File: src/design/hkrd_pkg.sv
package hkrd_pkg;

  localparam int MAX_SLOTS      = 6;
  localparam int QUEUE_DEPTH    = 2;
  localparam int MIN_REPORT     = 8;
  localparam int RESERVED_TOP   = 3;

  localparam logic [7:0] CODE_ENTER    = 8'd40;
  localparam logic [7:0] CODE_PAD_ENTER = 8'd88;

  localparam logic [7:0] CH_CR   = 8'h0D;
  localparam logic [7:0] CH_LF   = 8'h0A;
  localparam logic [7:0] CH_BS   = 8'h08;
  localparam logic [7:0] CH_LOW_A = 8'h61;
  localparam logic [7:0] CH_UP_A  = 8'h41;
  localparam logic [7:0] CH_ONE   = 8'h31;
  localparam logic [7:0] CH_ZERO  = 8'h30;
  localparam logic [7:0] CH_DOT   = 8'h2E;

  // left shift is bit 1, right shift is bit 5
  localparam logic [7:0] SHIFT_MASK = 8'h22;

  localparam logic [7:0] PUNCT_PLAIN [13] = '{
    8'h20, 8'h2D, 8'h3D, 8'h5B, 8'h5D, 8'h5C, 8'h5C, 8'h3B, 8'h27, 8'h60, 8'h2C, 8'h2E, 8'h2F
  };
  localparam logic [7:0] PUNCT_SHIFT [13] = '{
    8'h20, 8'h5F, 8'h2B, 8'h7B, 8'h7D, 8'h7C, 8'h7C, 8'h3A, 8'h22, 8'h7E, 8'h3C, 8'h3E, 8'h3F
  };
  localparam logic [7:0] DIGIT_SHIFT [10] = '{
    8'h21, 8'h40, 8'h23, 8'h24, 8'h25, 8'h5E, 8'h26, 8'h2A, 8'h28, 8'h29
  };
  localparam logic [7:0] ARROW_CHARS [4] = '{8'h52, 8'h4C, 8'h44, 8'h55};
  localparam logic [7:0] PAD_OPS     [4] = '{8'h2F, 8'h2A, 8'h2D, 8'h2B};

  typedef struct packed {
    logic full;
    logic empty;
  } hkrd_qstat_t;

  // US layout usage code to ASCII; zero when the code has no character.
  function automatic logic [7:0] translate(input logic [7:0] code, input logic shift);
    logic [7:0] ofs_letter;
    logic [7:0] ofs_digit;
    logic [7:0] ofs_punct;
    logic [7:0] ofs_arrow;
    logic [7:0] ofs_pad;
    logic [7:0] ofs_kp;
    logic [7:0] ch;
    ofs_letter = code - 8'd4;
    ofs_digit  = code - 8'd30;
    ofs_punct  = code - 8'd44;
    ofs_arrow  = code - 8'd79;
    ofs_pad    = code - 8'd84;
    ofs_kp     = code - 8'd89;
    case (code) inside
      [8'd4:8'd29]: ch = (shift ? CH_UP_A : CH_LOW_A) + ofs_letter;
      [8'd30:8'd38]: ch = shift ? DIGIT_SHIFT[ofs_digit[3:0]] : CH_ONE + ofs_digit;
      8'd39: ch = shift ? DIGIT_SHIFT[ofs_digit[3:0]] : CH_ZERO;
      8'd40, 8'd88: ch = CH_CR;
      8'd42, 8'd76: ch = shift ? 8'd0 : CH_BS;
      [8'd44:8'd56]: ch = shift ? PUNCT_SHIFT[ofs_punct[3:0]] : PUNCT_PLAIN[ofs_punct[3:0]];
      [8'd79:8'd82]: ch = ARROW_CHARS[ofs_arrow[1:0]];
      [8'd84:8'd87]: ch = PAD_OPS[ofs_pad[1:0]];
      [8'd89:8'd97]: ch = CH_ONE + ofs_kp;
      8'd98: ch = CH_ZERO;
      8'd99: ch = shift ? CH_DOT : CH_BS;
      default: ch = 8'd0;
    endcase
    return ch;
  endfunction

endpackage

File: src/design/hid_keyboard_report_decoder_unit.sv
// A report's first event passes the report queue, event sequencer and result register.
// Throughput: one event per cycle while pop is held within a report; the sequencer loads
//   a report only after the last event of the one before, and reports with no event skip it.
// Reports enter every cycle while the 2-entry report queue has room.
// Reset (rst, synchronous): held codes cleared, lf_after_enter set to 1,
//   queue and result register emptied.
module hid_keyboard_report_decoder_unit #(
  parameter int KEY_SLOTS = hkrd_pkg::MAX_SLOTS
) (
  input  logic        clk,
  input  logic        rst,
  input  logic        push,
  output logic        full,
  input  logic [7:0]  modifier_bits,
  input  logic [7:0]  slot0_code,
  input  logic [7:0]  slot1_code,
  input  logic [7:0]  slot2_code,
  input  logic [7:0]  slot3_code,
  input  logic [7:0]  slot4_code,
  input  logic [7:0]  slot5_code,
  input  logic [6:0]  report_bytes,
  output logic        empty,
  input  logic        pop,
  output logic [7:0]  event_code,
  output logic        is_release,
  output logic [7:0]  ascii_char,
  output logic        char_valid,
  output logic        last_of_run,
  input  logic        psel,
  input  logic        penable,
  input  logic        pwrite,
  input  logic [2:0]  paddr,
  input  logic [31:0] pwdata,
  output logic [31:0] prdata,
  output logic        pready
);

  localparam int ENTRY_W = 19 * KEY_SLOTS + 1;

  logic [hkrd_pkg::MAX_SLOTS-1:0][7:0] all_slots;
  logic [KEY_SLOTS-1:0][7:0]           fresh;
  logic                                lf_after_enter;

  hkrd_pkg::hkrd_qstat_t     qstat;
  logic                      q_push;
  logic                      q_pop;
  logic [KEY_SLOTS-1:0][7:0] f_old;
  logic [KEY_SLOTS-1:0][7:0] f_cur;
  logic [3*KEY_SLOTS-1:0]    f_mask;
  logic                      f_shift;
  logic [KEY_SLOTS-1:0][7:0] b_old;
  logic [KEY_SLOTS-1:0][7:0] b_cur;
  logic [3*KEY_SLOTS-1:0]    b_mask;
  logic                      b_shift;
  logic [ENTRY_W-1:0]        wr_data;
  logic [ENTRY_W-1:0]        rd_data;

  assign all_slots = {slot5_code, slot4_code, slot3_code, slot2_code, slot1_code, slot0_code};
  assign fresh     = all_slots[KEY_SLOTS-1:0];

  // config register
  assign pready = 1'b1;
  assign prdata = (paddr == 3'd0) ? {31'd0, lf_after_enter} : 32'd0;

  always_ff @(posedge clk) begin
    if (rst) begin
      lf_after_enter <= 1'b1;
    end else if (psel && penable && pwrite && pready && paddr == 3'd0) begin
      lf_after_enter <= pwdata[0];
    end
  end

  hkrd_front #(.KEY_SLOTS(KEY_SLOTS)) u_front (
    .clk            (clk),
    .rst            (rst),
    .push           (push),
    .full           (full),
    .modifier_bits  (modifier_bits),
    .fresh          (fresh),
    .report_bytes   (report_bytes),
    .lf_after_enter (lf_after_enter),
    .qstat          (qstat),
    .q_push         (q_push),
    .q_old          (f_old),
    .q_cur          (f_cur),
    .q_mask         (f_mask),
    .q_shift        (f_shift)
  );

  assign wr_data = {f_old, f_cur, f_mask, f_shift};
  assign {b_old, b_cur, b_mask, b_shift} = rd_data;

  hkrd_queue #(.WIDTH(ENTRY_W), .DEPTH(hkrd_pkg::QUEUE_DEPTH)) u_queue (
    .clk     (clk),
    .rst     (rst),
    .wr_en   (q_push),
    .wr_data (wr_data),
    .rd_en   (q_pop),
    .rd_data (rd_data),
    .qstat   (qstat)
  );

  hkrd_back #(.KEY_SLOTS(KEY_SLOTS)) u_back (
    .clk         (clk),
    .rst         (rst),
    .qstat       (qstat),
    .q_old       (b_old),
    .q_cur       (b_cur),
    .q_mask      (b_mask),
    .q_shift     (b_shift),
    .q_pop       (q_pop),
    .pop         (pop),
    .empty       (empty),
    .event_code  (event_code),
    .is_release  (is_release),
    .ascii_char  (ascii_char),
    .char_valid  (char_valid),
    .last_of_run (last_of_run)
  );

endmodule

File: src/design/hkrd_front.sv
module hkrd_front #(
  parameter int KEY_SLOTS = hkrd_pkg::MAX_SLOTS
) (
  input  logic                            clk,
  input  logic                            rst,
  input  logic                            push,
  output logic                            full,
  input  logic [7:0]                      modifier_bits,
  input  logic [KEY_SLOTS-1:0][7:0]       fresh,
  input  logic [6:0]                      report_bytes,
  input  logic                            lf_after_enter,
  input  hkrd_pkg::hkrd_qstat_t           qstat,
  output logic                            q_push,
  output logic [KEY_SLOTS-1:0][7:0]       q_old,
  output logic [KEY_SLOTS-1:0][7:0]       q_cur,
  output logic [3*KEY_SLOTS-1:0]          q_mask,
  output logic                            q_shift
);

  logic [KEY_SLOTS-1:0][7:0] held_codes;
  logic                      accept;
  logic                      long_enough;
  logic [KEY_SLOTS-1:0]      old_seen;
  logic [KEY_SLOTS-1:0]      cur_seen;

  assign full        = qstat.full;
  assign accept      = push && !qstat.full;
  assign long_enough = report_bytes >= 7'(hkrd_pkg::MIN_REPORT);

  always_comb begin
    for (int i = 0; i < KEY_SLOTS; i++) begin
      old_seen[i] = 1'b0;
      cur_seen[i] = 1'b0;
      for (int j = 0; j < KEY_SLOTS; j++) begin
        if (fresh[j] == held_codes[i]) begin
          old_seen[i] = 1'b1;
        end
        if (held_codes[j] == fresh[i]) begin
          cur_seen[i] = 1'b1;
        end
      end
    end
  end

  // per slot: release, press, line feed, in emission order
  always_comb begin
    for (int i = 0; i < KEY_SLOTS; i++) begin
      q_mask[3*i]   = (held_codes[i] > 8'(hkrd_pkg::RESERVED_TOP)) && !old_seen[i];
      q_mask[3*i+1] = (fresh[i] > 8'(hkrd_pkg::RESERVED_TOP)) && !cur_seen[i];
      q_mask[3*i+2] = q_mask[3*i+1] && lf_after_enter &&
                      (fresh[i] == hkrd_pkg::CODE_ENTER || fresh[i] == hkrd_pkg::CODE_PAD_ENTER);
    end
  end

  assign q_old   = held_codes;
  assign q_cur   = fresh;
  assign q_shift = |(modifier_bits & hkrd_pkg::SHIFT_MASK);
  // reports that cause no event never reach the queue
  assign q_push  = accept && long_enough && (|q_mask);

  always_ff @(posedge clk) begin
    if (rst) begin
      held_codes <= '0;
    end else if (accept && long_enough) begin
      held_codes <= fresh;
    end
  end

endmodule

File: src/design/hkrd_queue.sv
module hkrd_queue #(
  parameter int WIDTH = 8,
  parameter int DEPTH = hkrd_pkg::QUEUE_DEPTH
) (
  input  logic                  clk,
  input  logic                  rst,
  input  logic                  wr_en,
  input  logic [WIDTH-1:0]      wr_data,
  input  logic                  rd_en,
  output logic [WIDTH-1:0]      rd_data,
  output hkrd_pkg::hkrd_qstat_t qstat
);

  localparam int PTR_W = (DEPTH > 1) ? $clog2(DEPTH) : 1;
  localparam int CNT_W = $clog2(DEPTH + 1);

  logic [WIDTH-1:0] slots [DEPTH];
  logic [PTR_W-1:0] wr_ptr;
  logic [PTR_W-1:0] rd_ptr;
  logic [CNT_W-1:0] count;
  logic             do_wr;
  logic             do_rd;

  assign qstat.full  = count == CNT_W'(DEPTH);
  assign qstat.empty = count == '0;
  assign do_wr       = wr_en && !qstat.full;
  assign do_rd       = rd_en && !qstat.empty;
  assign rd_data     = slots[rd_ptr];

  always_ff @(posedge clk) begin
    if (do_wr) begin
      slots[wr_ptr] <= wr_data;
    end
  end

  always_ff @(posedge clk) begin
    if (rst) begin
      wr_ptr <= '0;
      rd_ptr <= '0;
      count  <= '0;
    end else begin
      if (do_wr) begin
        wr_ptr <= (wr_ptr == PTR_W'(DEPTH - 1)) ? '0 : wr_ptr + 1'b1;
      end
      if (do_rd) begin
        rd_ptr <= (rd_ptr == PTR_W'(DEPTH - 1)) ? '0 : rd_ptr + 1'b1;
      end
      if (do_wr && !do_rd) begin
        count <= count + 1'b1;
      end else if (do_rd && !do_wr) begin
        count <= count - 1'b1;
      end
    end
  end

endmodule

File: src/design/hkrd_back.sv
module hkrd_back #(
  parameter int KEY_SLOTS = hkrd_pkg::MAX_SLOTS
) (
  input  logic                       clk,
  input  logic                       rst,
  input  hkrd_pkg::hkrd_qstat_t      qstat,
  input  logic [KEY_SLOTS-1:0][7:0]  q_old,
  input  logic [KEY_SLOTS-1:0][7:0]  q_cur,
  input  logic [3*KEY_SLOTS-1:0]     q_mask,
  input  logic                       q_shift,
  output logic                       q_pop,
  input  logic                       pop,
  output logic                       empty,
  output logic [7:0]                 event_code,
  output logic                       is_release,
  output logic [7:0]                 ascii_char,
  output logic                       char_valid,
  output logic                       last_of_run
);

  localparam int MASK_W = 3 * KEY_SLOTS;

  logic                      active;
  logic [KEY_SLOTS-1:0][7:0] old_codes;
  logic [KEY_SLOTS-1:0][7:0] cur_codes;
  logic [MASK_W-1:0]         mask;
  logic                      shift;
  logic                      out_valid;

  logic [MASK_W-1:0] low;
  logic [MASK_W-1:0] rest;
  logic [7:0]        sel_old;
  logic [7:0]        sel_cur;
  logic              kind_rel;
  logic              kind_lf;
  logic              advance;
  logic [7:0]        press_char;
  logic [7:0]        code_next;
  logic [7:0]        char_next;

  assign low  = mask & (~mask + 1'b1);
  assign rest = mask & ~low;

  always_comb begin
    sel_old  = '0;
    sel_cur  = '0;
    kind_rel = 1'b0;
    kind_lf  = 1'b0;
    for (int s = 0; s < KEY_SLOTS; s++) begin
      if (|low[3*s +: 3]) begin
        sel_old  = old_codes[s];
        sel_cur  = cur_codes[s];
        kind_rel = low[3*s];
        kind_lf  = low[3*s+2];
      end
    end
  end

  assign press_char = hkrd_pkg::translate(sel_cur, shift);
  assign code_next  = kind_rel ? sel_old : sel_cur;
  assign char_next  = kind_rel ? 8'd0 : (kind_lf ? hkrd_pkg::CH_LF : press_char);

  assign advance = active && (!out_valid || pop);
  assign q_pop   = !active && !qstat.empty;
  assign empty   = !out_valid;

  always_ff @(posedge clk) begin
    if (q_pop) begin
      old_codes <= q_old;
      cur_codes <= q_cur;
      shift     <= q_shift;
    end
    if (q_pop) begin
      mask <= q_mask;
    end else if (advance) begin
      mask <= rest;
    end
    if (advance) begin
      event_code  <= code_next;
      is_release  <= kind_rel;
      ascii_char  <= char_next;
      char_valid  <= char_next != 8'd0;
      last_of_run <= rest == '0;
    end
  end

  always_ff @(posedge clk) begin
    if (rst) begin
      active    <= 1'b0;
      out_valid <= 1'b0;
    end else begin
      if (q_pop) begin
        active <= 1'b1;
      end else if (advance && rest == '0) begin
        active <= 1'b0;
      end
      if (advance) begin
        out_valid <= 1'b1;
      end else if (pop) begin
        out_valid <= 1'b0;
      end
    end
  end

endmodule

File: config.mk
export PLATFORM = sky130hd
export DESIGN_NAME = hid_keyboard_report_decoder_unit
export DESIGN_NICKNAME = d
export VERILOG_FILES = /design/src/design/hkrd_pkg.sv /design/src/design/hid_keyboard_report_decoder_unit.sv /design/src/design/hkrd_front.sv /design/src/design/hkrd_queue.sv /design/src/design/hkrd_back.sv
export SDC_FILE = /design/constraint.sdc
export NUM_CORES = 1
export LEC_CHECK = 0
export ABC_CLOCK_PERIOD_IN_PS = 12500
export BUFFER_PORTS_ARGS = -buffer_cell sky130_fd_sc_hd__buf_4
export CAP_MARGIN = 5
export CORE_MARGIN = 3
export CORE_UTILIZATION = 60
export DETAILED_ROUTE_END_ITERATION = 8
export GPL_TIMING_DRIVEN = 0
export PLACE_DENSITY = 0.79
export SLEW_MARGIN = 30
export SYNTH_ARGS = -nofsm -noshare
export SYNTH_HDL_FRONTEND = slang
export SYNTH_SLANG_ARGS = --single-unit
File: constraint.sdc
create_clock -name clk -period 12.5 [get_ports clk]
set_input_delay 1.25 -clock clk [delete_from_list [all_inputs] [get_ports clk]]
set_output_delay 1.25 -clock clk [all_outputs]
set_load 0.02 [all_outputs]
# Word level (Yosys, flattened, before mapping)
# Memory sizes are Yosys's and may differ from the RTL's. A register that Yosys moved wholly into a read port is not among the register bits.
# Index checks and enable logic that the tools add are counted.
# op_classes
reduce_logical	86
muxes	143
n_eq_ne	92
bitwise_logic	8
n_shift	0
mul	0
addsub	14
order_cmp	29
n_div	0
# op_table
cell	n
$eq 8x8->1	72
$mux 8	39
$gt 8x2->1 const B	12
$mux 1	95
$eq 8x7->1 const B	10
$eq 8x6->1 const B	9
$logic_and 1x1->1	43
$and 18x18->18	2
$mux 18	2
$not 18->18	2
$bmux 8 s2	2
$ge 8x7->1 const B	3
$le 8x7->1 const B	3
$add 18x1->18 const B	1
$logic_not 1->1	18
$logic_not 18->1	1
$reduce_or 18->1	1
$reduce_or 3->1	6
$add 6x8->8 const A	2
$le 8x6->1 const B	2
$mux 6	2
$ge 5x5->1 const B	2
$not 4->5	2
$add 8x8->8	1
24 further kinds	40
# totals
latch_bits	0
regBits	189
word_cells	407
rom_bits	384
mem_bits_rw	230
n_memories	4
inputBits	105
out_inout_bits	54
# mem_list
name	depth	word_bits	rd	rd_clocked_by_memory_dff	wr	line	rtl
u_queue.slots	2	115	1	1	1	hkrd_queue.sv:17	logic [WIDTH-1:0] slots [DEPTH];
(name not given)	16	8	1	0	0	hkrd_pkg.sv:61	[8'd44:8'd56]: ch = shift ? PUNCT_SHIFT[ofs_punct[3:0]] : PUNCT_PLAIN[ofs_punct[3:0]];
(name not given)	16	8	1	0	0	hkrd_pkg.sv:61	
(name not given)	16	8	1	0	0	hkrd_pkg.sv:57	[8'd30:8'd38]: ch = shift ? DIGIT_SHIFT[ofs_digit[3:0]] : CH_ONE + ofs_digit;

# Longest topological paths before layout
# depth
depth_word	26
ltp_mapped	20
mapped_depth_nobuf	17

# By module
# A second synthesis with hierarchy kept.
# unflattened
hier_cells	2011
hier_area_um2	23123.4
# by_module_without_submodules
module	n_inst	cells_per_inst	area_per_inst_um2	seq_area_each_um2
hkrd_queue	1	383	8715.9	7006.7
hkrd_back	1	723	7773.7	4063.9
hkrd_front	1	864	6324.8	960.9
hid_keyboard_report_decoder_unit	1	41	309.0	20.0

# Worst setup path after synthesis
# No wires, ideal clock.
# synth_path
path_kind	in2reg
start	input slot4_code[4]
end	memory u_queue.slots[0][0] in the netlist's numbering (enable)
setup_ps	730
path_stages	9
required_time_ps	11770
setup_slack_ps	868
arrival_ps	10903
path_buffers	1
path_cell_list	clkbuf_1 > xnor2_1 > nand4_1 > nor2_1 > or4b_2 > nor4_1 > nor2_1 > and4_1 > nor3_1
# synth_via
elab_cells_between_ends	55
classes_between	order compare (1); eq/ne (14); mux (20); reduce/logical (20)
# synth_lines
item	line	rtl
start, declared	hid_keyboard_report_decoder_unit.sv:19	input logic [7:0] slot4_code,
$eq 8x8->1	hkrd_front.sv:35	if (fresh[j] == held_codes[i]) begin
$mux 1 (2 in a row)	hkrd_front.sv:35	
$logic_not 1->1	hkrd_front.sv:48	q_mask[3*i] = (held_codes[i] > 8'(hkrd_pkg::RESERVED_TOP)) && !old_seen[i];
$logic_and 1x1->1	hkrd_front.sv:48	
net f_mask[15]	hid_keyboard_report_decoder_unit.sv:49	logic [3*KEY_SLOTS-1:0] f_mask;
$reduce_or 18->1	hkrd_front.sv:59	assign q_push = accept && long_enough && (|q_mask);
$logic_and 1x1->1	hkrd_front.sv:59	
$logic_and 1x1->1	hkrd_queue.sv:26	assign do_wr = wr_en && !qstat.full;
$mux 1	hkrd_queue.sv:31	if (do_wr) begin
$mux 1 (implied by the code)	hkrd_queue.sv:32	slots[wr_ptr] <= wr_data;
end, declared	hkrd_queue.sv:17	
# The timed path passes the listed nets, and every way through them passes these cells.

# Worst setup path after layout
# layout_path
start	register u_back.mask[3]
end	register u_back.char_valid, data pin
# layout_via
elab_chain_cells	25
elab_cells_between_ends	95
classes_between	add/sub (10); order compare (12); eq/ne (7); mux (43); bitwise (6); reduce/logical (14); memory (3)
# layout_rtl
item	line	rtl
start, declared	hkrd_back.sv:26	logic [MASK_W-1:0] mask;
start signal, assigned	hkrd_back.sv:74	mask <= q_mask;
start signal, assigned	hkrd_back.sv:76	mask <= rest;
$not 18->18	hkrd_back.sv:41	assign low = mask & (~mask + 1'b1);
$add 18x1->18	hkrd_back.sv:41	
$and 18x18->18 *	hkrd_back.sv:41	
parallel branches: the longest is 20 deep, another holds $sub 8x7->8	--	
$mux 8 *	hkrd_back.sv:61	assign char_next = kind_rel ? 8'd0 : (kind_lf ? hkrd_pkg::CH_LF : press_char);
net u_back.char_next[5]	hkrd_back.sv:39	logic [7:0] char_next;
$reduce_bool 8->1 *	hkrd_back.sv:82	char_valid <= char_next != 8'd0;
end signal, assigned	hkrd_back.sv:82	
end, declared	hkrd_back.sv:17	output logic char_valid,
# Mark *: on every way through the listed nets, which the timed path passes. The select of a mux whose other input is x is not followed.
# A chain may end at the register's enable or synchronous reset.

==> key figures <==
Clock network
  – Post-CTS Hold Buffers: 0
  – CTS tree: built
  – Post-CTS Setup Repair Bufs: 0
  – Worst skew pair latency: 0.58 ns
  – H-tree levels: 2
  – Clock slew at reported path FFs: 0.06 ns
  – Max clock buf depth: 3
  – Clock Tree Root: clkbuf_16
  – Resized Gates After CTS: 0
  – # clock sinks: 420
  – Num CTS Buffers: 43

Global route
  – Largest net degree at the start of global routing: 58
  – Initial antenna violation count: 1
  – Tot GR Track Use: 0.3339
  – GRT overflow: 0
  – Vias in the first global route: 16,221
  – First-pass GRT wire length: 97,950 um

Place
  – Placed cell area: 23,700 um^2
  – Placed wire-length estimate: 48,210 um
  – Dpl cells: 2,546
  – Final GP Congestion: 0.9847
  – IO Port Bufs: 85

Die
  – Ports: 159
  – Core ar.: 36,000 um^2
  – Initial Utilization: 0.6152
  – Die height: 198.1 um
  – Placement Rows: 69
  – Die area: 39,250 um^2
  – DIE WIDTH: 198.1 um

Power
  – Sequential power share: 0.354
  – P_leak: 0.008452 uW
  – PnR Total Power: 6012 uW
  – Sw frac: 0.3963
  – Power Dens Cells: 239.3 nW/um^2
  – Cell-internal power: 3630 uW
  – Sw Pwr: 2382 uW
  – Clk pwr share: 0.209
  – Peak VDD IR: 0.1496 mV
  – Combinational power share: 0.437

Cells and area
  – Final net count: 2,260
  – Diodes inserted: 0
  – Commonest non-fill, non-tap cell in the layout: edfxtp_1
  – Most frequent cells in the layout: 364 x edfxtp_1, 245 x xnor2_1, 161 x nand2_1, 154 x clkbuf_1, 132 x buf_4
  – Cell area after layout: 25,120 um^2
  – Share of cells above drive strength 1: 0.1557
  – Area growth syn-to-layout: 13.44%
  – Final non-filler cell total: 2,626

Detailed routing
  – Total routed wirelength: 66,670 um
  – WL per Instance: 25.39 um
  – Residual DRC: 0
  – Number of nets with antenna violations after routing: 0
  – DR iter-0 viols: 2,261
  – DR pass1 iterations: 6
  – DR vias: 16,821
  – Vias/cell: 6.406

STA
  – Worst relative slew slack: 0.3648
  – RSZ-0062 raised after global routing: false
  – Fmax: 0.1407 GHz
  – Final Cycle Share: 0.5684
  – Fin. Hold Viols: 0
  – Setup violators final: 0
  – Slew @ Worst Pin: 0.9395 ns
  – Pins Over Slew Limit: 0
  – Final Skew: 0.03323 ns
  – Final min period: 7.105 ns

Flow run
  – Max-cap violations: 0

Critical path
  – Worst Setup Start Kind: register
  – Register-to-register path setup slack: 5.40 ns
  – Worst Setup SP: u_back.mask[3]$_DFFE_PP_
  – Reg2Reg Launch Point: u_back.mask[3]$_DFFE_PP_
  – Critical path class: register to register
  – Worst-path fanout max: 14
  – R2R cell count: 19
  – Req. time, crit path: 12.81 ns
  – WP data arrival: 7.42 ns
  – Critical path capture point type: register

Synth
  – Synth Warn #: 0
  – Post-synthesis simple-gate area fraction: 0.1211
  – Netlist cell types: 83
  – #FFs+latches synth: 420
  – Mapped Cells: 1,950
  – Ys flop type: edfxtp_1
  – EDFF count, synth: 364
  – Adder-cell share of the synthesized area: 0.01492
  – Async set-reset flop share out of synthesis: 0
  – Compound-Gate Fraction of Synth Area: 0.09356
  – Largest family of logic cells by synthesized area: simple AND/OR/NAND/NOR gates
  – Seq/Total Area, Yosys: 0.5442
  – Post-Syn Area per Cell: 11.36 um^2
  – Post-synthesis mux area share: 0.06028
  – Synthesized area: 22,150 um^2
  – XOR/XNOR share of the synthesized area: 0.1182

Outcome
  – Status: complete, no violations

Worst hold path
  – Worst Hold Launch: u_front.q_old[21]$_SDFFE_PP0P_
  – Hold WC Path Type: register to register
  – Hold path depth: 0
==> area by class of cell <==
type | instances | area (um^2)
tap | 461 | 576.8
sequential | 420 | 12050
multi-input combinational | 1318 | 9195
timing repair buffer | 106 | 854.6
clock inverter | 16 | 207.7
buffer | 205 | 910.9
clock buffer | 63 | 1181
fill | 2610 | 10880
inverter | 37 | 143.9
==> final timing paths <==
kind | endpoint
hold reg to reg | u_queue.slots[1][88]$_DFFE_PP_
setup / recovery | u_back.char_valid$_DFFE_PP_
hold / removal | u_queue.slots[1][88]$_DFFE_PP_
setup reg to reg | u_back.char_valid$_DFFE_PP_
==> worst max-delay path: stages (launching register included) <==
cell	delay, ns
edfxtp_1	0.38
buf_6	0.15
or4_4	0.51
buf_6	0.15
nor3_1	0.64
clkbuf_1	0.74
a222oi_1	0.37
o2bb2ai_1	0.32
clkbuf_1	0.42
ha_1	0.43
a21boi_0	0.21
a21oi_1	0.33
a21oi_1	0.08
mux2_2	0.34
a311o_1	0.30
o211ai_1	0.19
a31oi_1	0.16
or3_1	0.41
nor4_1	0.26
or4b_1	0.45
==> layer usage <==
layer / GRT usage / up-vias / wire [um]
met1: 0.4478 / 8112 / 25660
met2: 0.5337 / 1081 / 30670
met4: 0.1421 / 2 / 3265
met3: 0.06874 / 213 / 7056
met5: 0 / - / 10
li1: - / 7413 / -
==> stage by stage <==
stage	hold slack [ns]	setup slack (ns)	util	TNS (ns)
floorplan	0.4237	0.8676	-	0
global placement	0.4323	-4.474	0.6520	-512.59
detailed placement	0.4371	5.614	0.6584	0
CTS	0.4510	5.597	0.6970	0
global route	0.4609	5.287	0.6978	0
finish	0.4512	5.395	0.6978	0
==> power groups by stage <==
stage | Sequential, uW | Combinational, uW | Clock, uW
after floorplan | 2180 | 1700 | 0
after global placement | 2200 | 2450 | 0
after detailed placement | 2150 | 2530 | 0
after CTS | 2130 | 2550 | 1270
after global routing | 2150 | 2810 | 1320
final | 2130 | 2630 | 1260
==> state kept, by name, indices dropped and copies added (netlist names), 2 cells and up, named ones only <==
signal / cells
u_back.mask: 18
u_back.ascii_char: 8
u_back.old_codes: 48
u_back.cur_codes: 48
u_queue.count: 2
u_front.q_old: 48
u_back.event_code: 8
u_queue.slots: 230
==> cell families (layout without fill, tap and decap cells) <==
logic type,Yosys count,after routing
compound gates,301,301
mux,121,121
simple gates,538,538
buf+inv,242,427
other cells,2,32
flops,420,420
xor+xnor,299,299
fa+ha+maj,27,27
==> cells in the mapped netlist, types with 31 or more instances <==
master,count,area share
a21oi_1,110,0.025
buf_4,32,0.011
clkbuf_1,137,0.023
dfxtp_1,56,0.051
edfxtp_1,364,0.49
inv_1,34,0.0058
mux2_2,99,0.050
nand2_1,161,0.027
nand4_1,73,0.021
nor2_1,115,0.019
nor3_1,32,0.0072
nor4_1,46,0.013
o21ai_0,31,0.0070
xnor2_1,245,0.097
xor2_1,54,0.021
No activity file was read; power rests on OpenSTA's default activity.
